<file path="config.mk">
export PLATFORM = sky130hd
export DESIGN_NAME = twrs_divsqrt
export DESIGN_NICKNAME = d
export VERILOG_FILES = /design/src/rtl/core/twrs_pkg.sv /design/src/rtl/core/twrs_divsqrt.sv
export SDC_FILE = /design/constraint.sdc
export NUM_CORES = 1
export LEC_CHECK = 0
export ABC_AREA = 1
export BUFFER_PORTS_ARGS = -buffer_cell sky130_fd_sc_hd__buf_2
export CORE_MARGIN = 1
export CORE_UTILIZATION = 53
export DETAILED_ROUTE_END_ITERATION = 8
export GPL_TIMING_DRIVEN = 0
export PLACE_DENSITY = 0.85
export SYNTH_ARGS = -nofsm -noshare
export SYNTH_HDL_FRONTEND = slang
export SYNTH_SLANG_ARGS = --single-unit
</file>
<file path="constraint.sdc">
create_clock -name clk -period 3.3 [get_ports clk]
set_input_delay 0.495 -clock clk [delete_from_list [all_inputs] [get_ports clk]]
set_output_delay 0.495 -clock clk [all_outputs]
set_load 0.02 [all_outputs]
</file>
<file path="src/rtl/core/twrs_pkg.sv">
`timescale 1ns / 1ps
`default_nettype none

package twrs_pkg;

  localparam int WINDOW_DEPTH = 256;
  localparam int IDX_W        = $clog2(WINDOW_DEPTH);
  localparam int CNT_W        = $clog2(WINDOW_DEPTH + 1);
  localparam int DIST_W       = 16;
  localparam int TIME_W       = 32;
  localparam int SUM_W        = 24;
  localparam int SQ_W         = 40;
  localparam int STAT_W       = 20;
  localparam int DVD_W        = 56;
  localparam int DVS_W        = 16;
  localparam int ROOT_W       = DVD_W / 2;
  localparam int REM_W        = ROOT_W + 3;
  localparam int STEP_W       = 6;
  localparam int ADDR_W       = 4;
  localparam int DATA_W       = 32;

  localparam logic OP_ADD   = 1'b0;
  localparam logic OP_CLEAR = 1'b1;

  typedef enum logic [1:0] {
    REG_CEILING = 2'd0,
    REG_FLOOR   = 2'd1,
    REG_SPAN    = 2'd2
  } reg_idx_t;

  typedef struct packed {
    logic              op;
    logic [DIST_W-1:0] dist_cm;
    logic [TIME_W-1:0] ts;
  } item_t;

  typedef struct packed {
    logic [DIST_W-1:0] ceiling;
    logic [DIST_W-1:0] floor_v;
    logic [TIME_W-1:0] span;
  } cfg_t;

  typedef struct packed {
    logic              start;
    logic              is_root;
    logic [DVD_W-1:0]  dividend;
    logic [DVS_W-1:0]  divisor;
  } ds_cmd_t;

  typedef struct packed {
    logic              busy;
    logic              done;
    logic [DVD_W-1:0]  result;
  } ds_stat_t;

  typedef struct packed {
    logic              accepted;
    logic [CNT_W-1:0]  count;
    logic [DIST_W-1:0] max_cm;
    logic [STAT_W-1:0] mean;
    logic [STAT_W-1:0] sd;
    logic              sd_valid;
  } result_t;

  typedef enum logic [4:0] {
    S_IDLE, S_DROP_RD, S_DROP, S_WRITE, S_MQ_RD, S_MQ_IDX, S_MQ_CMP, S_MQ_PUSH,
    S_EVICT, S_MAX_RD, S_MAX_IDX, S_MAX_GET, S_PROD, S_MEAN_GO, S_MEAN_WAIT,
    S_SD_GO, S_SD_WAIT, S_ROOT_GO, S_ROOT_WAIT, S_OUT
  } eng_state_t;

endpackage

`default_nettype wire

</file>
<file path="src/rtl/core/twrs_divsqrt.sv">
`timescale 1ns / 1ps
`default_nettype none

module twrs_divsqrt (
  input  wire                    clk,
  input  wire                    rst,
  input  wire twrs_pkg::ds_cmd_t cmd,
  output twrs_pkg::ds_stat_t     stat
);

  localparam int DIV_STEPS  = twrs_pkg::DVD_W;
  localparam int ROOT_STEPS = twrs_pkg::ROOT_W;

  logic                         busy;
  logic                         done;
  logic                         root_mode;
  logic [twrs_pkg::STEP_W-1:0]  steps;
  logic [twrs_pkg::DVD_W-1:0]   acc;
  logic [twrs_pkg::DVD_W-1:0]   quo;
  logic [twrs_pkg::REM_W-1:0]   rem;
  logic [twrs_pkg::DVS_W-1:0]   divisor;

  logic [twrs_pkg::DVS_W:0]     div_sh;
  logic [twrs_pkg::REM_W-1:0]   root_sh;
  logic [twrs_pkg::REM_W-1:0]   trial;

  assign div_sh  = {rem[twrs_pkg::DVS_W-1:0], acc[twrs_pkg::DVD_W-1]};
  assign root_sh = {rem[twrs_pkg::REM_W-3:0], acc[twrs_pkg::DVD_W-1 -: 2]};
  assign trial   = {1'b0, quo[twrs_pkg::ROOT_W-1:0], 2'b01};

  assign stat.busy   = busy;
  assign stat.done   = done;
  assign stat.result = quo;

  always_ff @(posedge clk) begin
    if (rst) begin
      busy <= 1'b0;
      done <= 1'b0;
    end else begin
      done <= 1'b0;
      if (cmd.start) begin
        busy <= 1'b1;
      end else if (busy && steps == '0) begin
        busy <= 1'b0;
        done <= 1'b1;
      end
    end
  end

  always_ff @(posedge clk) begin
    if (cmd.start) begin
      root_mode <= cmd.is_root;
      steps     <= cmd.is_root ? twrs_pkg::STEP_W'(ROOT_STEPS - 1)
                               : twrs_pkg::STEP_W'(DIV_STEPS - 1);
      acc       <= cmd.dividend;
      divisor   <= cmd.divisor;
      quo       <= '0;
      rem       <= '0;
    end else if (busy) begin
      steps <= steps - twrs_pkg::STEP_W'(1);
      if (root_mode) begin
        acc <= acc << 2;
        if (root_sh >= trial) begin
          rem <= root_sh - trial;
          quo <= {quo[twrs_pkg::DVD_W-2:0], 1'b1};
        end else begin
          rem <= root_sh;
          quo <= {quo[twrs_pkg::DVD_W-2:0], 1'b0};
        end
      end else begin
        acc <= acc << 1;
        if (div_sh >= {1'b0, divisor}) begin
          rem <= twrs_pkg::REM_W'(div_sh - {1'b0, divisor});
          quo <= {quo[twrs_pkg::DVD_W-2:0], 1'b1};
        end else begin
          rem <= twrs_pkg::REM_W'(div_sh);
          quo <= {quo[twrs_pkg::DVD_W-2:0], 1'b0};
        end
      end
    end
  end

endmodule

`default_nettype wire

</file>
; Word level (Yosys, flattened, before mapping)
; Index checks and enable logic that the tools add are counted.
[totals]
output_inout_bits = 58
regBits = 166
input_bits = 76
elab_cells = 33
[classes]
mux = 15
add_sub_neg = 3
order_cmp = 2
n_reduce_logical = 5
[ops]
columns = operator, n
row1 = 56-bit 2-to-1 mux, 3
row2 = 29-bit 2-to-1 mux, 3
row3 = 31-bit by 30-bit greater-or-equal comparator with 1-bit output, 1
row4 = 29-bit subtractor, 1
row5 = 6-bit 2-to-1 mux, 3
row6 = 17-bit by 16-bit subtractor with 18-bit output, 1
row7 = 17-bit by 16-bit greater-or-equal comparator with 1-bit output, 1
row8 = 6-bit zero test, 1
row9 = 1-bit 2-to-1 mux, 6
row10 = 6-bit by 1-bit subtractor with 6-bit output (second input constant), 1
row11 = 2-bit nonzero test, 2
row12 = 2-bit OR reduction, 1
row13 = 1-bit logical AND, 1

; Depth between registers and ports, before layout
[logic_depth]
depth_word = 4
mapped_depth = 17
ltp_nobuf = 17

; Least setup slack after synthesis
; No wires, ideal clock.
[synth_path]
path_type = input to register
start = in cmd[73] (netlist name)
end = reg acc[0] (netlist name), enable pin
path_buffers = 2
arrival_ns = 2.803
slack_ns = 0.046
required_time_ns = 2.849
cell_stages = 4
setup_ns = 0.451
cell_sequence = clkbuf_1 nor2_1 inv_2 buf_1
[synth_via]
elab_chain_cells = 1
[synth_rtl]
columns = element, line_no
row1 = start: declaration, twrs_divsqrt.sv:7  ; input wire twrs_pkg::ds_cmd_t cmd,
row2 = 2-bit nonzero test (no line), n/a
row3 = end signal: assignment, twrs_divsqrt.sv:55  ; acc <= cmd.dividend;
row4 = end signal: assignment, twrs_divsqrt.sv:62  ; acc <= acc << 2;
row5 = end signal: assignment, twrs_divsqrt.sv:71  ; acc <= acc << 1;
row6 = end: declaration, twrs_divsqrt.sv:18  ; logic [twrs_pkg::DVD_W-1:0] acc;
; Every way passes these cells.
; A chain may end at the register's enable or synchronous reset.

; Final worst setup path
[layout_path]
start = reg acc[55] (netlist name)
end = reg rem[19] (netlist name)
[layout_via]
elab_chain_cells = 3
elab_cells_between_ends = 7
cone_classes = add/sub: 2 / order compare: 2 / mux: 3
[layout_rtl]
columns = element, line_no
row1 = "29-bit subtractor, or another cell as far along", twrs_divsqrt.sv:64  ; rem <= root_sh - trial;
row2 = "29-bit 2-to-1 mux, on equally long branches", "twrs_divsqrt.sv:63, twrs_divsqrt.sv:72"
row3 = 29-bit 2-to-1 mux *, twrs_divsqrt.sv:61  ; if (root_mode) begin
row4 = end signal: assignment, twrs_divsqrt.sv:64
row5 = end signal: assignment, twrs_divsqrt.sv:67  ; rem <= root_sh;
row6 = end signal: assignment, twrs_divsqrt.sv:73  ; rem <= twrs_pkg::REM_W'(div_sh - {1'b0, divisor});
row7 = end: declaration, twrs_divsqrt.sv:20  ; logic [twrs_pkg::REM_W-1:0] rem;
; Every way passes the cells marked *; elsewhere a longest branch is shown, timed or not.

==> key figures <==
Route
  • Per-cell routed wire length: 14.62 um
  • Vias: 10265
  • DRC viols: 0
  • Antenna Violating Nets Remaining: 0
  • DR pass1 iterations: 5
  • Initial DRC Count: 799
  • Drt total wl: 28.44 mm
  • Routed vias/inst: 5.278

Floorplanning
  • Total core area: 19530 um2
  • Die extent in x: 143.1 um
  • Die height: 143.1 um
  • Initial core utilization: 54.08%
  • Site Rows: 51
  • Die area: 20490 um2
  • Num ports: 134

Yosys
  • Synth Flop Type: dfxtp_1
  • Gate Count Post-Synth: 1513
  • Yosys top cell area share: 22.47%
  • Post-synthesis register bit count: 166
  • Cell variety after synth: 44
  • Cell area after synthesis: 10560 um2
  • Yosys warnings: 0
  • Ranking of synthesized cells by area: edfxtp_1 (22%), dfxtp_1 (16%), nand2_1 (15%)
  • Sequential-to-total area share from yosys stat: 38.96%
  • EDFF count, synth: 79
  • Ys async rst share: 0%
  • Synthesized area per cell: 6.979 um2
  • Syn nets: 1637
  • Cell taking the most area after synthesis: edfxtp_1

Power
  • Register share of total power: 35.3%
  • Psw: 0.002686 W
  • Sw Ratio: 38.76%
  • Total Power: 0.006931 W
  • PwrDens: 569.3 nW/um2
  • Logic pwr share: 35.3%
  • Leakage: 5.944 nW
  • Clock power frac: 29.4%
  • Max IR drop VDD: 0.4061 mV
  • Pint: 0.004245 W

STA
  • Setup tns final: 0 ps
  • Setup Skew: 13.01 ps
  • Tmin final: 2604 ps
  • Tcrit/Tclk final: 78.90%
  • Pins Over Slew Limit: 0
  • Max Clock Freq: 0.3841 GHz
  • Max_slew headroom: 51.88%
  • Final Hold Fails: 0
  • Unrepaired setup endpoints after global routing: no
  • Slew @ Worst Pin: 721.8 ps
  • Final hold slack: 229.5 ps
  • Final setup vio count: 0

Clock tree
  • Post-CTS sizing: 0
  • Clock latency at the later pin of the worst-skew pair: 440 ps
  • TritonCTS clock tree: yes
  • CTS buffer count: 17
  • Setup Fix Bufs, Post-CTS: 0
  • CTS clk-pin slew, worst paths: 70 ps
  • H-tree levels: 4
  • Post-CTS Hold Buffers: 0
  • Max clock buf depth: 2
  • Root buf cell: clkbuf_16
  • Clock Sinks: 166

Critical path
  • R2R depth: 15
  • Critical path required time: 3660 ps
  • Critical Path Max Stage Delay: 400 ps
  • WS Path Type: reg -> reg
  • Critical Path AT: 2970 ps
  • Slowest cell on crit path: edfxtp_1
  • Startpoint Class: flip-flop
  • R2R Path Start: acc[55]$_DFFE_PP_
  • Critical Path, Cell by Cell: inv_1 -> ha_1 -> fa_1 -> inv_1 -> nand2_1 -> nand2_1 -> nand3_1 -> nand2_1 -> nand2_1 -> nand4_2 -> nand4_1 -> nand2_1 -> inv_2 -> buf_6 -> a21oi_1
  • CP most frequent cell: nand2_1
  • Critical Path Sink Type: flip-flop
  • CP max FO: 10
  • CP Launch Point: acc[55]$_DFFE_PP_

Status
  • Status: completed

Place
  • RD Place Congestion: 0.9646
  • IO Port Bufs: 133
  • HPWL reported at the end of detailed placement: 21.78 mm
  • Post-placement cell area: 11580 um2

Cells and area
  • Area of the multi-input gates: 5280 um2
  • Core Util, Final: 62.35%
  • FF+latch area: 4114 um2
  • Layout cells sized above 1: 13.82%
  • Fin nets: 1790
  • FILL cells: 1815
  • Area growth from synthesis to layout: 15.30%
  • Final instance area: 12170 um2

Min path
  • HP Class: in -> reg
  • Worst hold start: cmd[12]
  • Worst hold path cell count: 1

Flow run
  • MaxCap Viol Count: 0

Global route
  • Vias in the first global route: 9221
  • Largest net degree at the start of global routing: 39
  • First-pass GRT wire length: 45.58 mm
  • Total congestion overflow: 0
  • Total Routing Usage GR: 28.51%
  • Initial antenna violation count: 0
worst paths after layout:
path | to | slack, ps
min reg2reg | done$_SDFF_PP0_ | 450
min | divisor[12]$_DFFE_PP_ | 230
max | rem[19]$_SDFFE_PP0P_ | 700
max reg2reg | rem[19]$_SDFFE_PP0P_ | 700
Yosys cell counts, drive strengths merged, types with 2 or more instances:
master / number
o21ai: 26
xor2: 14
nand4: 12
a21oi: 150
dfxtp: 87
edfxtp: 79
buf: 26
clkbuf: 31
and3: 2
nand3b: 11
ha: 47
nand3: 108
nor2: 163
inv: 225
nand2: 451
o21bai: 5
o22ai: 54
xnor2: 4
nor3: 5
clkinv: 2
or2: 5
per-stage QoR:
stage,worst slack (ps),std cells
2_1_floorplan,46.00,1513
3_3_place_gp,-1502,1911
3_5_place_dp,304.9,1912
4_1_cts,708.1,1944
5_1_grt,491.5,1944
6_report,696.3,1945
critical path: cells and delay by family, from the launching register on:
kind	cells	cell delay, ps
adders and majority gates	2	610
AOI/OAI and AO/OA	1	160
buffers and inverters	4	380
and+or+nand+nor	8	960
DFF	1	400
power by group through the flow:
stage / registers, W / logic [W] / clock network, W
after floorplan: 0.00245 / 0.00181 / 0
after global placement: 0.00249 / 0.00234 / 0
after detailed placement: 0.00249 / 0.00238 / 0
after CTS: 0.00244 / 0.00240 / 0.00204
after global routing: 0.00246 / 0.00273 / 0.00214
final: 0.00245 / 0.00245 / 0.00203
registers in the layout (all words and copies together) (netlist names):
name,flops
root_mode,1
busy,1
steps,6
acc,56
done,1
rem,29
divisor,16
quo,56
routing by layer:
| metal | GRT usage (%) | wire length (um) | vias to the layer above | share of wire [%] |
|---|---|---|---|---|
| met5 | 0 | 0 | - | 0 |
| met4 | 9.281 | 624 | 0 | 2.2 |
| met3 | 5.433 | 2003 | 46 | 7.0 |
| met2 | 46.21 | 13140 | 347 | 46 |
| met1 | 38.10 | 12680 | 4674 | 45 |
| li1 | - | - | 5198 | - |
cell type report:
| type | instances | share of cell area [%] |
|---|---|---|
| inverters | 227 | 6.999 |
| clock inverters | 14 | 1.182 |
| plain buffers | 58 | 2.580 |
| clock buffers | 18 | 3.700 |
| diodes | 1 | 0.02055 |
| flip-flops and latches | 166 | 33.79 |
| multi-input cells | 1062 | 43.37 |
| well taps | 265 | 2.724 |
| repair buffers | 134 | 5.632 |
kinds of logic (layout without fill, tap and decap cells):
group           after synthesis  after routing  synth area share (%)
buf+inv                     285            451                 11.03
compound gates              237            237                 12.18
other cells                   0              1                     0
simple gates                759            759                 30.57
fa+ha+maj                    48             48                 5.759
flops                       166            166                 38.96
xor+xnor                     18             18                 1.493
cells in the final DEF (no fill, tap or decap), types with 19 or more instances in the layout:
cell type  Yosys  layout
nand2_2       19      19
ha_1          47      47
edfxtp_1      79      79
clkbuf_1      29      29
nor2_1       152     152
dfxtp_1       87      87
buf_2          3     137
nand3_1      104     104
o22ai_1       54      54
inv_1        219     219
nand2_1      432     432
a21oi_1      147     147
o21ai_0       24      24
No activity file was read; power rests on OpenSTA's default activity.
