<file path="src/rtl/core/twrs_pkg.sv">
`timescale 1ns / 1ps
`default_nettype none

package twrs_pkg;

  localparam int WINDOW_DEPTH = 256;
  localparam int IDX_W        = $clog2(WINDOW_DEPTH);
  localparam int CNT_W        = $clog2(WINDOW_DEPTH + 1);
  localparam int DIST_W       = 16;
  localparam int TIME_W       = 32;
  localparam int SUM_W        = 24;
  localparam int SQ_W         = 40;
  localparam int STAT_W       = 20;
  localparam int DVD_W        = 56;
  localparam int DVS_W        = 16;
  localparam int ROOT_W       = DVD_W / 2;
  localparam int REM_W        = ROOT_W + 3;
  localparam int STEP_W       = 6;
  localparam int ADDR_W       = 4;
  localparam int DATA_W       = 32;

  localparam logic OP_ADD   = 1'b0;
  localparam logic OP_CLEAR = 1'b1;

  typedef enum logic [1:0] {
    REG_CEILING = 2'd0,
    REG_FLOOR   = 2'd1,
    REG_SPAN    = 2'd2
  } reg_idx_t;

  typedef struct packed {
    logic              op;
    logic [DIST_W-1:0] dist_cm;
    logic [TIME_W-1:0] ts;
  } item_t;

  typedef struct packed {
    logic [DIST_W-1:0] ceiling;
    logic [DIST_W-1:0] floor_v;
    logic [TIME_W-1:0] span;
  } cfg_t;

  typedef struct packed {
    logic              start;
    logic              is_root;
    logic [DVD_W-1:0]  dividend;
    logic [DVS_W-1:0]  divisor;
  } ds_cmd_t;

  typedef struct packed {
    logic              busy;
    logic              done;
    logic [DVD_W-1:0]  result;
  } ds_stat_t;

  typedef struct packed {
    logic              accepted;
    logic [CNT_W-1:0]  count;
    logic [DIST_W-1:0] max_cm;
    logic [STAT_W-1:0] mean;
    logic [STAT_W-1:0] sd;
    logic              sd_valid;
  } result_t;

  typedef enum logic [4:0] {
    S_IDLE, S_DROP_RD, S_DROP, S_WRITE, S_MQ_RD, S_MQ_IDX, S_MQ_CMP, S_MQ_PUSH,
    S_EVICT, S_MAX_RD, S_MAX_IDX, S_MAX_GET, S_PROD, S_MEAN_GO, S_MEAN_WAIT,
    S_SD_GO, S_SD_WAIT, S_ROOT_GO, S_ROOT_WAIT, S_OUT
  } eng_state_t;

endpackage

`default_nettype wire

</file>
<file path="src/rtl/core/twrs_front.sv">
`timescale 1ns / 1ps
`default_nettype none

module twrs_front (
  input  wire                  clk,
  input  wire                  rst,
  input  wire                  in_valid,
  output logic                 in_stall,
  input  wire twrs_pkg::item_t in_item,
  output logic                 q_valid,
  output twrs_pkg::item_t      q_item,
  input  wire                  q_pop
);

  twrs_pkg::item_t slots [2];
  logic            wr_ptr;
  logic            rd_ptr;
  logic [1:0]      fill;
  logic            push;
  logic            pop;

  assign in_stall = (fill == 2'd2);
  assign push     = in_valid && !in_stall;
  assign q_valid  = (fill != 2'd0);
  assign pop      = q_pop && q_valid;
  assign q_item   = slots[rd_ptr];

  always_ff @(posedge clk) begin
    if (push) begin
      slots[wr_ptr] <= in_item;
    end
  end

  always_ff @(posedge clk) begin
    if (rst) begin
      wr_ptr <= 1'b0;
      rd_ptr <= 1'b0;
      fill   <= 2'd0;
    end else begin
      if (push) wr_ptr <= ~wr_ptr;
      if (pop)  rd_ptr <= ~rd_ptr;
      unique case ({push, pop})
        2'b10:   fill <= fill + 2'd1;
        2'b01:   fill <= fill - 2'd1;
        default: fill <= fill;
      endcase
    end
  end

endmodule

`default_nettype wire

</file>
<file path="config.mk">
export PLATFORM = sky130hd
export DESIGN_NAME = twrs_front
export DESIGN_NICKNAME = d
export VERILOG_FILES = /design/src/rtl/core/twrs_pkg.sv /design/src/rtl/core/twrs_front.sv
export SDC_FILE = /design/constraint.sdc
export NUM_CORES = 1
export LEC_CHECK = 0
export BUFFER_PORTS_ARGS = -buffer_cell sky130_fd_sc_hd__buf_2
export CORE_MARGIN = 8
export CORE_UTILIZATION = 55
export CTS_BUF_LIST = sky130_fd_sc_hd__clkbuf_16
export CTS_CLUSTER_DIAMETER = 60
export CTS_CLUSTER_SIZE = 28
export DETAILED_ROUTE_END_ITERATION = 10
export PLACE_DENSITY = 0.89
export SETUP_SLACK_MARGIN = 0.2
export SYNTH_ARGS = -nofsm -noshare
export SYNTH_HDL_FRONTEND = slang
export SYNTH_SLANG_ARGS = --single-unit
</file>
<file path="constraint.sdc">
create_clock -name clk -period 5.14 [get_ports clk]
set_input_delay 0.514 -clock clk [delete_from_list [all_inputs] [get_ports clk]]
set_output_delay 0.514 -clock clk [all_outputs]
set_load 0.02 [all_outputs]
</file>
Word-level counts from Yosys, hierarchy flattened

Memories as Yosys holds them, arrays and structs flattened. A register that Yosys moved wholly into a read port is not among the register bits.
Cells that the tools add are included.

Memories kept: 1
Memory bits (writable): 98
Register bits after elaboration: 4

$add $sub $neg: 2
Reduce and logical (&&, ||, !) cells: 5
Eq/ne operators: 3
Bitwise operators: 2
Multiplexer cells: 5

Memory list:

| memory | words | width | rd ports | clocked after Yosys merged registers in | write ports | line             | RTL |
|---|---|---|---|---|---|---|---|
| slots  | 2     | 49    | 1        | 1                                       | 1           | twrs_front.sv:15 | `twrs_pkg::item_t slots [2];` |

Operators by type and width:

| kind                                                                   | count |
|---|---|
| 2-bit equality test (second input constant)                            | 2 |
| 1-bit two-way mux                                                      | 4 |
| 2-bit one-hot mux with 2 select lines                                  | 1 |
| 2-bit nonzero test                                                     | 2 |
| 2-bit by 1-bit adder with 2-bit output (second input constant)         | 1 |
| 2-bit by 1-bit equality test with 1-bit output (second input constant) | 1 |
| 1-bit logical AND                                                      | 2 |
| 1-bit NOT                                                              | 2 |
| 2-bit by 1-bit subtractor with 2-bit output (second input constant)    | 1 |
| 1-bit logical NOT                                                      | 1 |

Logic depth before layout (Yosys ltp)

Gate-level depths: netlist of the first run.

Depth after elaboration: 5
Mapped depth: 6
Mapped depth without buffers: 6

Worst setup path before layout of the first run

No wires, ideal clock.

Kind: register to register
From: register fill[0]
To: memory slots[0][0] in the netlist's numbering (enable)
Stages on the path, launching flop included: 5
Clock period less this slack: 2.302 ns
Setup slack: 2.838 ns
Arrival time: 1.898 ns
Buffers on the path: 0
Required time: 4.737 ns
Cell sequence: dfxtp_1 -> nand2b_2 -> inv_2 -> or3_1 -> inv_1

Word-level cells in the longest chain between the ends: 5

RTL lines:

| item                                    | line             | RTL |
|---|---|---|
| start: declaration                      | twrs_front.sv:18 | `logic [1:0] fill;` |
| start signal: assignment                | twrs_front.sv:43 | `2'b10: fill <= fill + 2'd1;` |
| start signal: assignment                | twrs_front.sv:44 | `2'b01: fill <= fill - 2'd1;` |
| start signal: assignment                | twrs_front.sv:45 | `default: fill <= fill;` |
| 2-bit equality test                     | twrs_front.sv:22 | `assign in_stall = (fill == 2'd2);` |
| via in_stall                            | twrs_front.sv:8  | `output logic in_stall,` |
| 1-bit logical NOT                       | twrs_front.sv:23 | `assign push = in_valid && !in_stall;` |
| 1-bit logical AND                       | twrs_front.sv:23 |  |
| 1-bit two-way mux                       | twrs_front.sv:29 | `if (push) begin` |
| 1-bit two-way mux (implied by the code) | twrs_front.sv:30 | `slots[wr_ptr] <= in_item;` |
| end: declaration                        | twrs_front.sv:15 |  |

The timed path passes the listed nets, and every way through them passes these cells.

==> results of run 1 <==
==> state kept, by name, indices dropped and copies added (netlist names), named ones only <==
name    count
slots      98
fill        2
rd_ptr      1
wr_ptr      1
==> metal layers <==
layer | track usage, % | routed length (µm) | vias up
met5 | 0 | 0 | -
met4 | 4.96 | 64 | 0
met3 | 6.13 | 436 | 8
met2 | 22.1 | 3320 | 74
met1 | 16.1 | 2920 | 939
li1 | - | - | 912
==> through the flow <==
stage / worst slack (ns) / hold WS [ns] / area, µm²
final: 2.58 / 0.363 / 4630
after global routing: 2.46 / 0.349 / 4630
after CTS: 2.53 / 0.353 / 4630
after detailed placement: 2.87 / 0.518 / 4340
after global placement: 2.90 / 0.467 / 4340
after floorplan: 2.84 / 0.452 / 3750
==> power groups by stage <==
stage	logic (mW)	clock network [mW]	registers, mW
floorplan	0.507	0	1.11
CTS	0.670	0.657	1.16
global route	0.706	0.686	1.17
global placement	0.652	0	1.17
detailed placement	0.665	0	1.17
finish	0.658	0.649	1.15
==> layout make-up <==
cell class                 instances  area [µm²]
clock buffer                      10         250
tap                               80         100
sequential                       103        3040
clock inverter                     6        43.8
inverter                           3        11.3
multi-input combinational         67         668
timing repair buffer             103         515
fill                             444        2050
==> path summary, 6_finish.rpt <==
check	endpoint	slack, ns
min reg2reg	flip-flop	0.54
max	q_item[21]	2.58
min	slots[1][7]	0.36
max reg2reg	slots[0][41]	2.97
==> cells by family (layout without fill, tap and decap cells) <==
logic type | after synthesis | in the layout | synth area share, %
AO/OA/AOI/OAI | 5 | 5 | 0.734
XOR/XNOR | 3 | 3 | 0.701
adder cells (fa/ha/maj) | 1 | 1 | 0.334
buffers and inverters | 8 | 122 | 1.03
flip-flops | 103 | 103 | 81.2
multiplexers | 49 | 49 | 14.7
AND/OR/NAND/NOR | 9 | 9 | 1.30
==> cell usage after synthesis, types with 2 or more instances <==
| master | n | area share (%) |
|---|---|---|
| or3_1 | 2 | 0.33 |
| o21ai_0 | 2 | 0.27 |
| inv_1 | 2 | 0.20 |
| edfxtp_1 | 98 | 79 |
| mux2_2 | 49 | 15 |
| nor2_1 | 3 | 0.30 |
| xnor2_1 | 2 | 0.47 |
| dfxtp_1 | 5 | 2.7 |
| buf_2 | 4 | 0.53 |
| a21oi_1 | 2 | 0.27 |
==> qor.yml, run 1 <==
async_reset_ff_share_pct: 0
design.die.area_um2: 9710
vdd_drop_max_v: 0.000411
min_period_ns: 2.56
grt_pass1_wl_um: 10300
core_um2: 6680
start_util_pct: 56.1
crit_family: "flip-flops"
vias: 1933
cts_made_buffers: 9
cts_tree: "done"
total_power_mw: 2.46
cts_max_path_buffers: 2
swShare_pct: 30.7
critPathArrivalTime_ns: 2.04
final_cells: 372
nNetsFinal: 341
synth_top_flop_cell: "edfxtp_1"
regToRegStartpoint: "fill[0]"
setup_tns_ns: 0
cp_max_fo: 49
worst_skew_pair.late_latency_ns: 0.34
clk_pin_slew_ns: 0.07
drive_gt1_share_pct: 59.2
worstSetupPathType: "flip-flop to output pin"
finalCritPeriodShare_pct: 49.8
clockRootBuffer: "clkbuf_16"
pwr-share-comb_pct: 26.8
status: "complete, no violations"
p_clk_share_pct: 26.4
grt_overflow: 0
required_ns: 4.63
placement_rows: 30
syn-num-nets: 232
cts_hold_buf: 0
route.detailed.drc: 0
rsz0062_at_grt: "no"
critPathCaptureType: "output pin"
synth.distinct_cells: 19
wl_per_cell_um: 18.1
power.density_nw_per_um2: 531
antenna_found_initial: 0
hold_depth: 1
diodes: 0
finalSetupViolations: 0
htreeDepth: 3
drt-initial-drc-count: 91
mostFrequentLayoutCells: "buf_2, edfxtp_1, mux2_2"
yosysSeqAreaShare_pct: 81.2
intPower_mw: 1.70
synth_edf_count: 98
final_common_cell: "buf_2"
cp_num_buf_inv: 1
synth.avg_cell_area_um2: 21.1
drt_first_pass_iters: 4
postCtsSetupBuffers: 0
max-slew-margin-rel_pct: 20.4
track_usage_pct: 13.8
hp-start: "in_item[7]"
seq_power_share_pct: 46.8
worstRegToRegCells: 4
synth_seq_cells: 103
worst_slew_pin_slew_ns: 1.19
numClockSinks: 103
ys.warnings.count: 0
drv_cap: 0
max_freq_mhz: 391
design.portCount: 104
hp-class: "primary input to flip-flop"
ant_nets: 0
cp_cell_sequence: "mux2_2 > buf_2"
cts-resized-gates: 0
gp_congestion: 0.675
syn_area_um2: 3750
worstSetupStartpointType: "flip-flop"
via_per_inst: 5.20
critical_path_depth: 2
p_leak_nw: 1.75
final_hold_viol_count: 0
power_switching_mw: 0.756
crit_slowest_cell: "dfxtp_2"
utilization_pct: 69.3
portBuffers: 103
syn_inst: 178
syn2layout_area_growth_pct: 23.6
hpwl_um: 4460
cpPeakStageDelay_ns: 1.07
placed_cells: 356
grt_max_degree: 50
die_y_um: 98.6
drt-total-wl_um: 6750
finClkSkew_ns: 0.00973
slew_viol_final: 0
grt_pass1_vias: 2150
die_x_um: 98.6
Power figures use the tool's default switching activity.
==> run 2, diff against run 1 <==
--- a/config.mk
+++ b/config.mk
@@ -7,12 +7,12 @@
 export LEC_CHECK = 0
 export BUFFER_PORTS_ARGS = -buffer_cell sky130_fd_sc_hd__buf_2
 export CORE_MARGIN = 8
-export CORE_UTILIZATION = 55
+export CORE_UTILIZATION = 51
 export CTS_BUF_LIST = sky130_fd_sc_hd__clkbuf_16
 export CTS_CLUSTER_DIAMETER = 60
 export CTS_CLUSTER_SIZE = 28
 export DETAILED_ROUTE_END_ITERATION = 10
-export PLACE_DENSITY = 0.89
+export PLACE_DENSITY = 0.84
 export SETUP_SLACK_MARGIN = 0.2
 export SYNTH_ARGS = -nofsm -noshare
 export SYNTH_HDL_FRONTEND = slang
==> constraint.sdc (replaced) <==
create_clock -name clk -period 2.5 [get_ports clk]
set_input_delay 0.25 -clock clk [delete_from_list [all_inputs] [get_ports clk]]
set_output_delay 0.25 -clock clk [all_outputs]
set_load 0.02 [all_outputs]
==> qor.yml, run 2 (same netlist as run 1, synthesis figures left out) <==
ant_nets: 0  # unchanged
via_per_inst: 4.95  # was 5.20
design.die.area_um2: 10400  # was 9710 µm²
finalCritPeriodShare_pct: 83.7
final_common_cell: "buf_2"  # unchanged
cts_made_buffers: 9  # unchanged
diodes: 0  # unchanged
cts_tree: "done"  # unchanged
antenna_found_initial: 0  # unchanged
p_leak_nw: 1.79  # was 1.75 nW
hp-class: "primary input to flip-flop"  # unchanged
gp_congestion: 0.708  # was 0.675
grt_pass1_vias: 2147  # was 2150
reg_top3: "slots: 98 flops, fill: 2 flops"  # unchanged
portBuffers: 103  # unchanged
worstSetupStartpointType: "flip-flop"  # unchanged
syn2layout_area_growth_pct: 26.7  # was 23.6%
finClkSkew_ns: 0.00650  # was 0.00973 ns
nFillCells: 508  # was 444
vdd_drop_max_v: 0.000701  # was 0.000411 V
status: "complete, no violations"  # unchanged
cp_cell_sequence: "buf_12 > mux2_2 > buf_2"  # was mux2_2 > buf_2
drt-total-wl_um: 6920  # was 6750 µm
setup_tns_ns: 0  # unchanged
cts_max_path_buffers: 2  # unchanged
hpwl_um: 4750  # was 4460 µm
max_freq_mhz: 478
track_usage_pct: 13.9  # was 13.8%
cts-resized-gates: 0  # unchanged
grt_pass1_wl_um: 10700  # was 10300 µm
crit_slowest_cell: "dfxtp_2"  # unchanged
critPathCaptureType: "output pin"  # unchanged
core_um2: 7180  # was 6680 µm²
place_area_um2: 4430  # was 4340 µm²
min_period_ns: 2.09
hold_slack_ns: 0.101  # was 0.363 ns
required_ns: 2.25  # was 4.63 ns
fin_ws_ns: 0.408  # was 2.58 ns
die_y_um: 102  # was 98.6 µm
numClockSinks: 103  # unchanged
worst_slew_pin_slew_ns: 0.589  # was 1.19 ns
largest_register: "slots"  # unchanged
placement_rows: 31  # was 30
critPathArrivalTime_ns: 1.84  # was 2.04 ns
clk_pin_slew_ns: 0.07  # about the same
wl_per_cell_um: 17.6  # was 18.1 µm
htreeDepth: 3  # unchanged
drive_gt1_share_pct: 59.7  # was 59.2%
finalSetupViolations: 0  # unchanged
vias: 1950  # was 1933
start_util_pct: 52.2  # was 56.1%
final_area_um2: 4750  # was 4630 µm²
grt_max_degree: 35  # was 50
drt-initial-drc-count: 43  # was 91
cp_num_buf_inv: 2  # was 1
final_cells: 394  # was 372
design.portCount: 104  # unchanged
cpPeakStageDelay_ns: 0.70  # was 1.07 ns
worst_skew_pair.late_latency_ns: 0.33  # was 0.34 ns
drt_first_pass_iters: 5  # was 4
grt_overflow: 0  # unchanged
drv_cap: 0  # unchanged
power.density_nw_per_um2: 1100  # was 531 nW/µm²
dr_wl_met2_um: 3460  # was 3320 µm
wl_met1_um: 2740  # was 2920 µm
ff_latch_area_um2: 3040  # unchanged
rsz0062_at_grt: "no"  # unchanged
final_hold_viol_count: 0  # unchanged
route.detailed.drc: 0  # unchanged
nNetsFinal: 344  # was 341
largest_reg_flops: 98  # unchanged
die_x_um: 102  # was 98.6 µm
slew_viol_final: 0  # unchanged
highest_layer: "met4"  # unchanged
place_ws_ns: 0.615  # was 2.87 ns
cp_max_fo: 27  # was 49
met3_length_um: 614  # was 436 µm
crit_family: "flip-flops"  # unchanged
postCtsSetupBuffers: 0  # unchanged
max-slew-margin-rel_pct: 60.8  # was 20.4%
mostFrequentLayoutCells: "buf_2, edfxtp_1, mux2_2"  # unchanged
multi_input_area_um2: 668  # unchanged
placed_cells: 378  # was 356
cts_hold_buf: 0  # unchanged
worstSetupPathType: "flip-flop to output pin"  # unchanged
clockRootBuffer: "clkbuf_16"  # unchanged
-- run 2: changes by cell type in the layout (fill, tap and decap cells not counted) --
cell and change:
clkbuf_16 -1, clkinv_4 -1, clkinvlp_4 -1, buf_12 +3, clkinv_2 +1, bufinv_16 +2
inv_8 +1, inv_2 -1
-- run 2: area by class of cell --
type	count	share of cell area (%)
inverters	3	0.316
well taps	99	2.61
clock buffers	9	4.74
multi-input cells	67	14.1
repair buffers	106	12.1
flip-flops and latches	103	64.1
clock inverters	7	2.03
-- run 2: per-layer routing --
metal	vias up	global-route usage [%]
met2	70	23.2
met5	-	0
met4	0	6.53
met3	8	4.74
li1	918	-
met1	954	15.6
-- run 2: path summary, 6_finish.rpt --
check	from	end	slack (ns)	depth (start not counted)
max	flip-flop	q_item[33]	0.41	3
min	in_item[34]	slots[0][34]	0.10	1
max reg2reg	fill[0]	slots[0][15]	0.62	5
min reg2reg	wr_ptr	wr_ptr	0.51	2
-- run 2: metrics by stage --
step	util, %	power, mW
after global placement	61.7	3.78
after floorplan	-	3.32
after global routing	66.2	5.46
final	66.2	5.23
after detailed placement	61.7	3.82
after CTS	66.2	5.29
-- run 2: where the power goes --
part           total (mW)  switching (mW)  internal [mW]
registers            2.31           0.126           2.18
logic                1.46           0.836          0.620
clock network        1.47           0.586          0.882
total                5.23            1.55           3.68
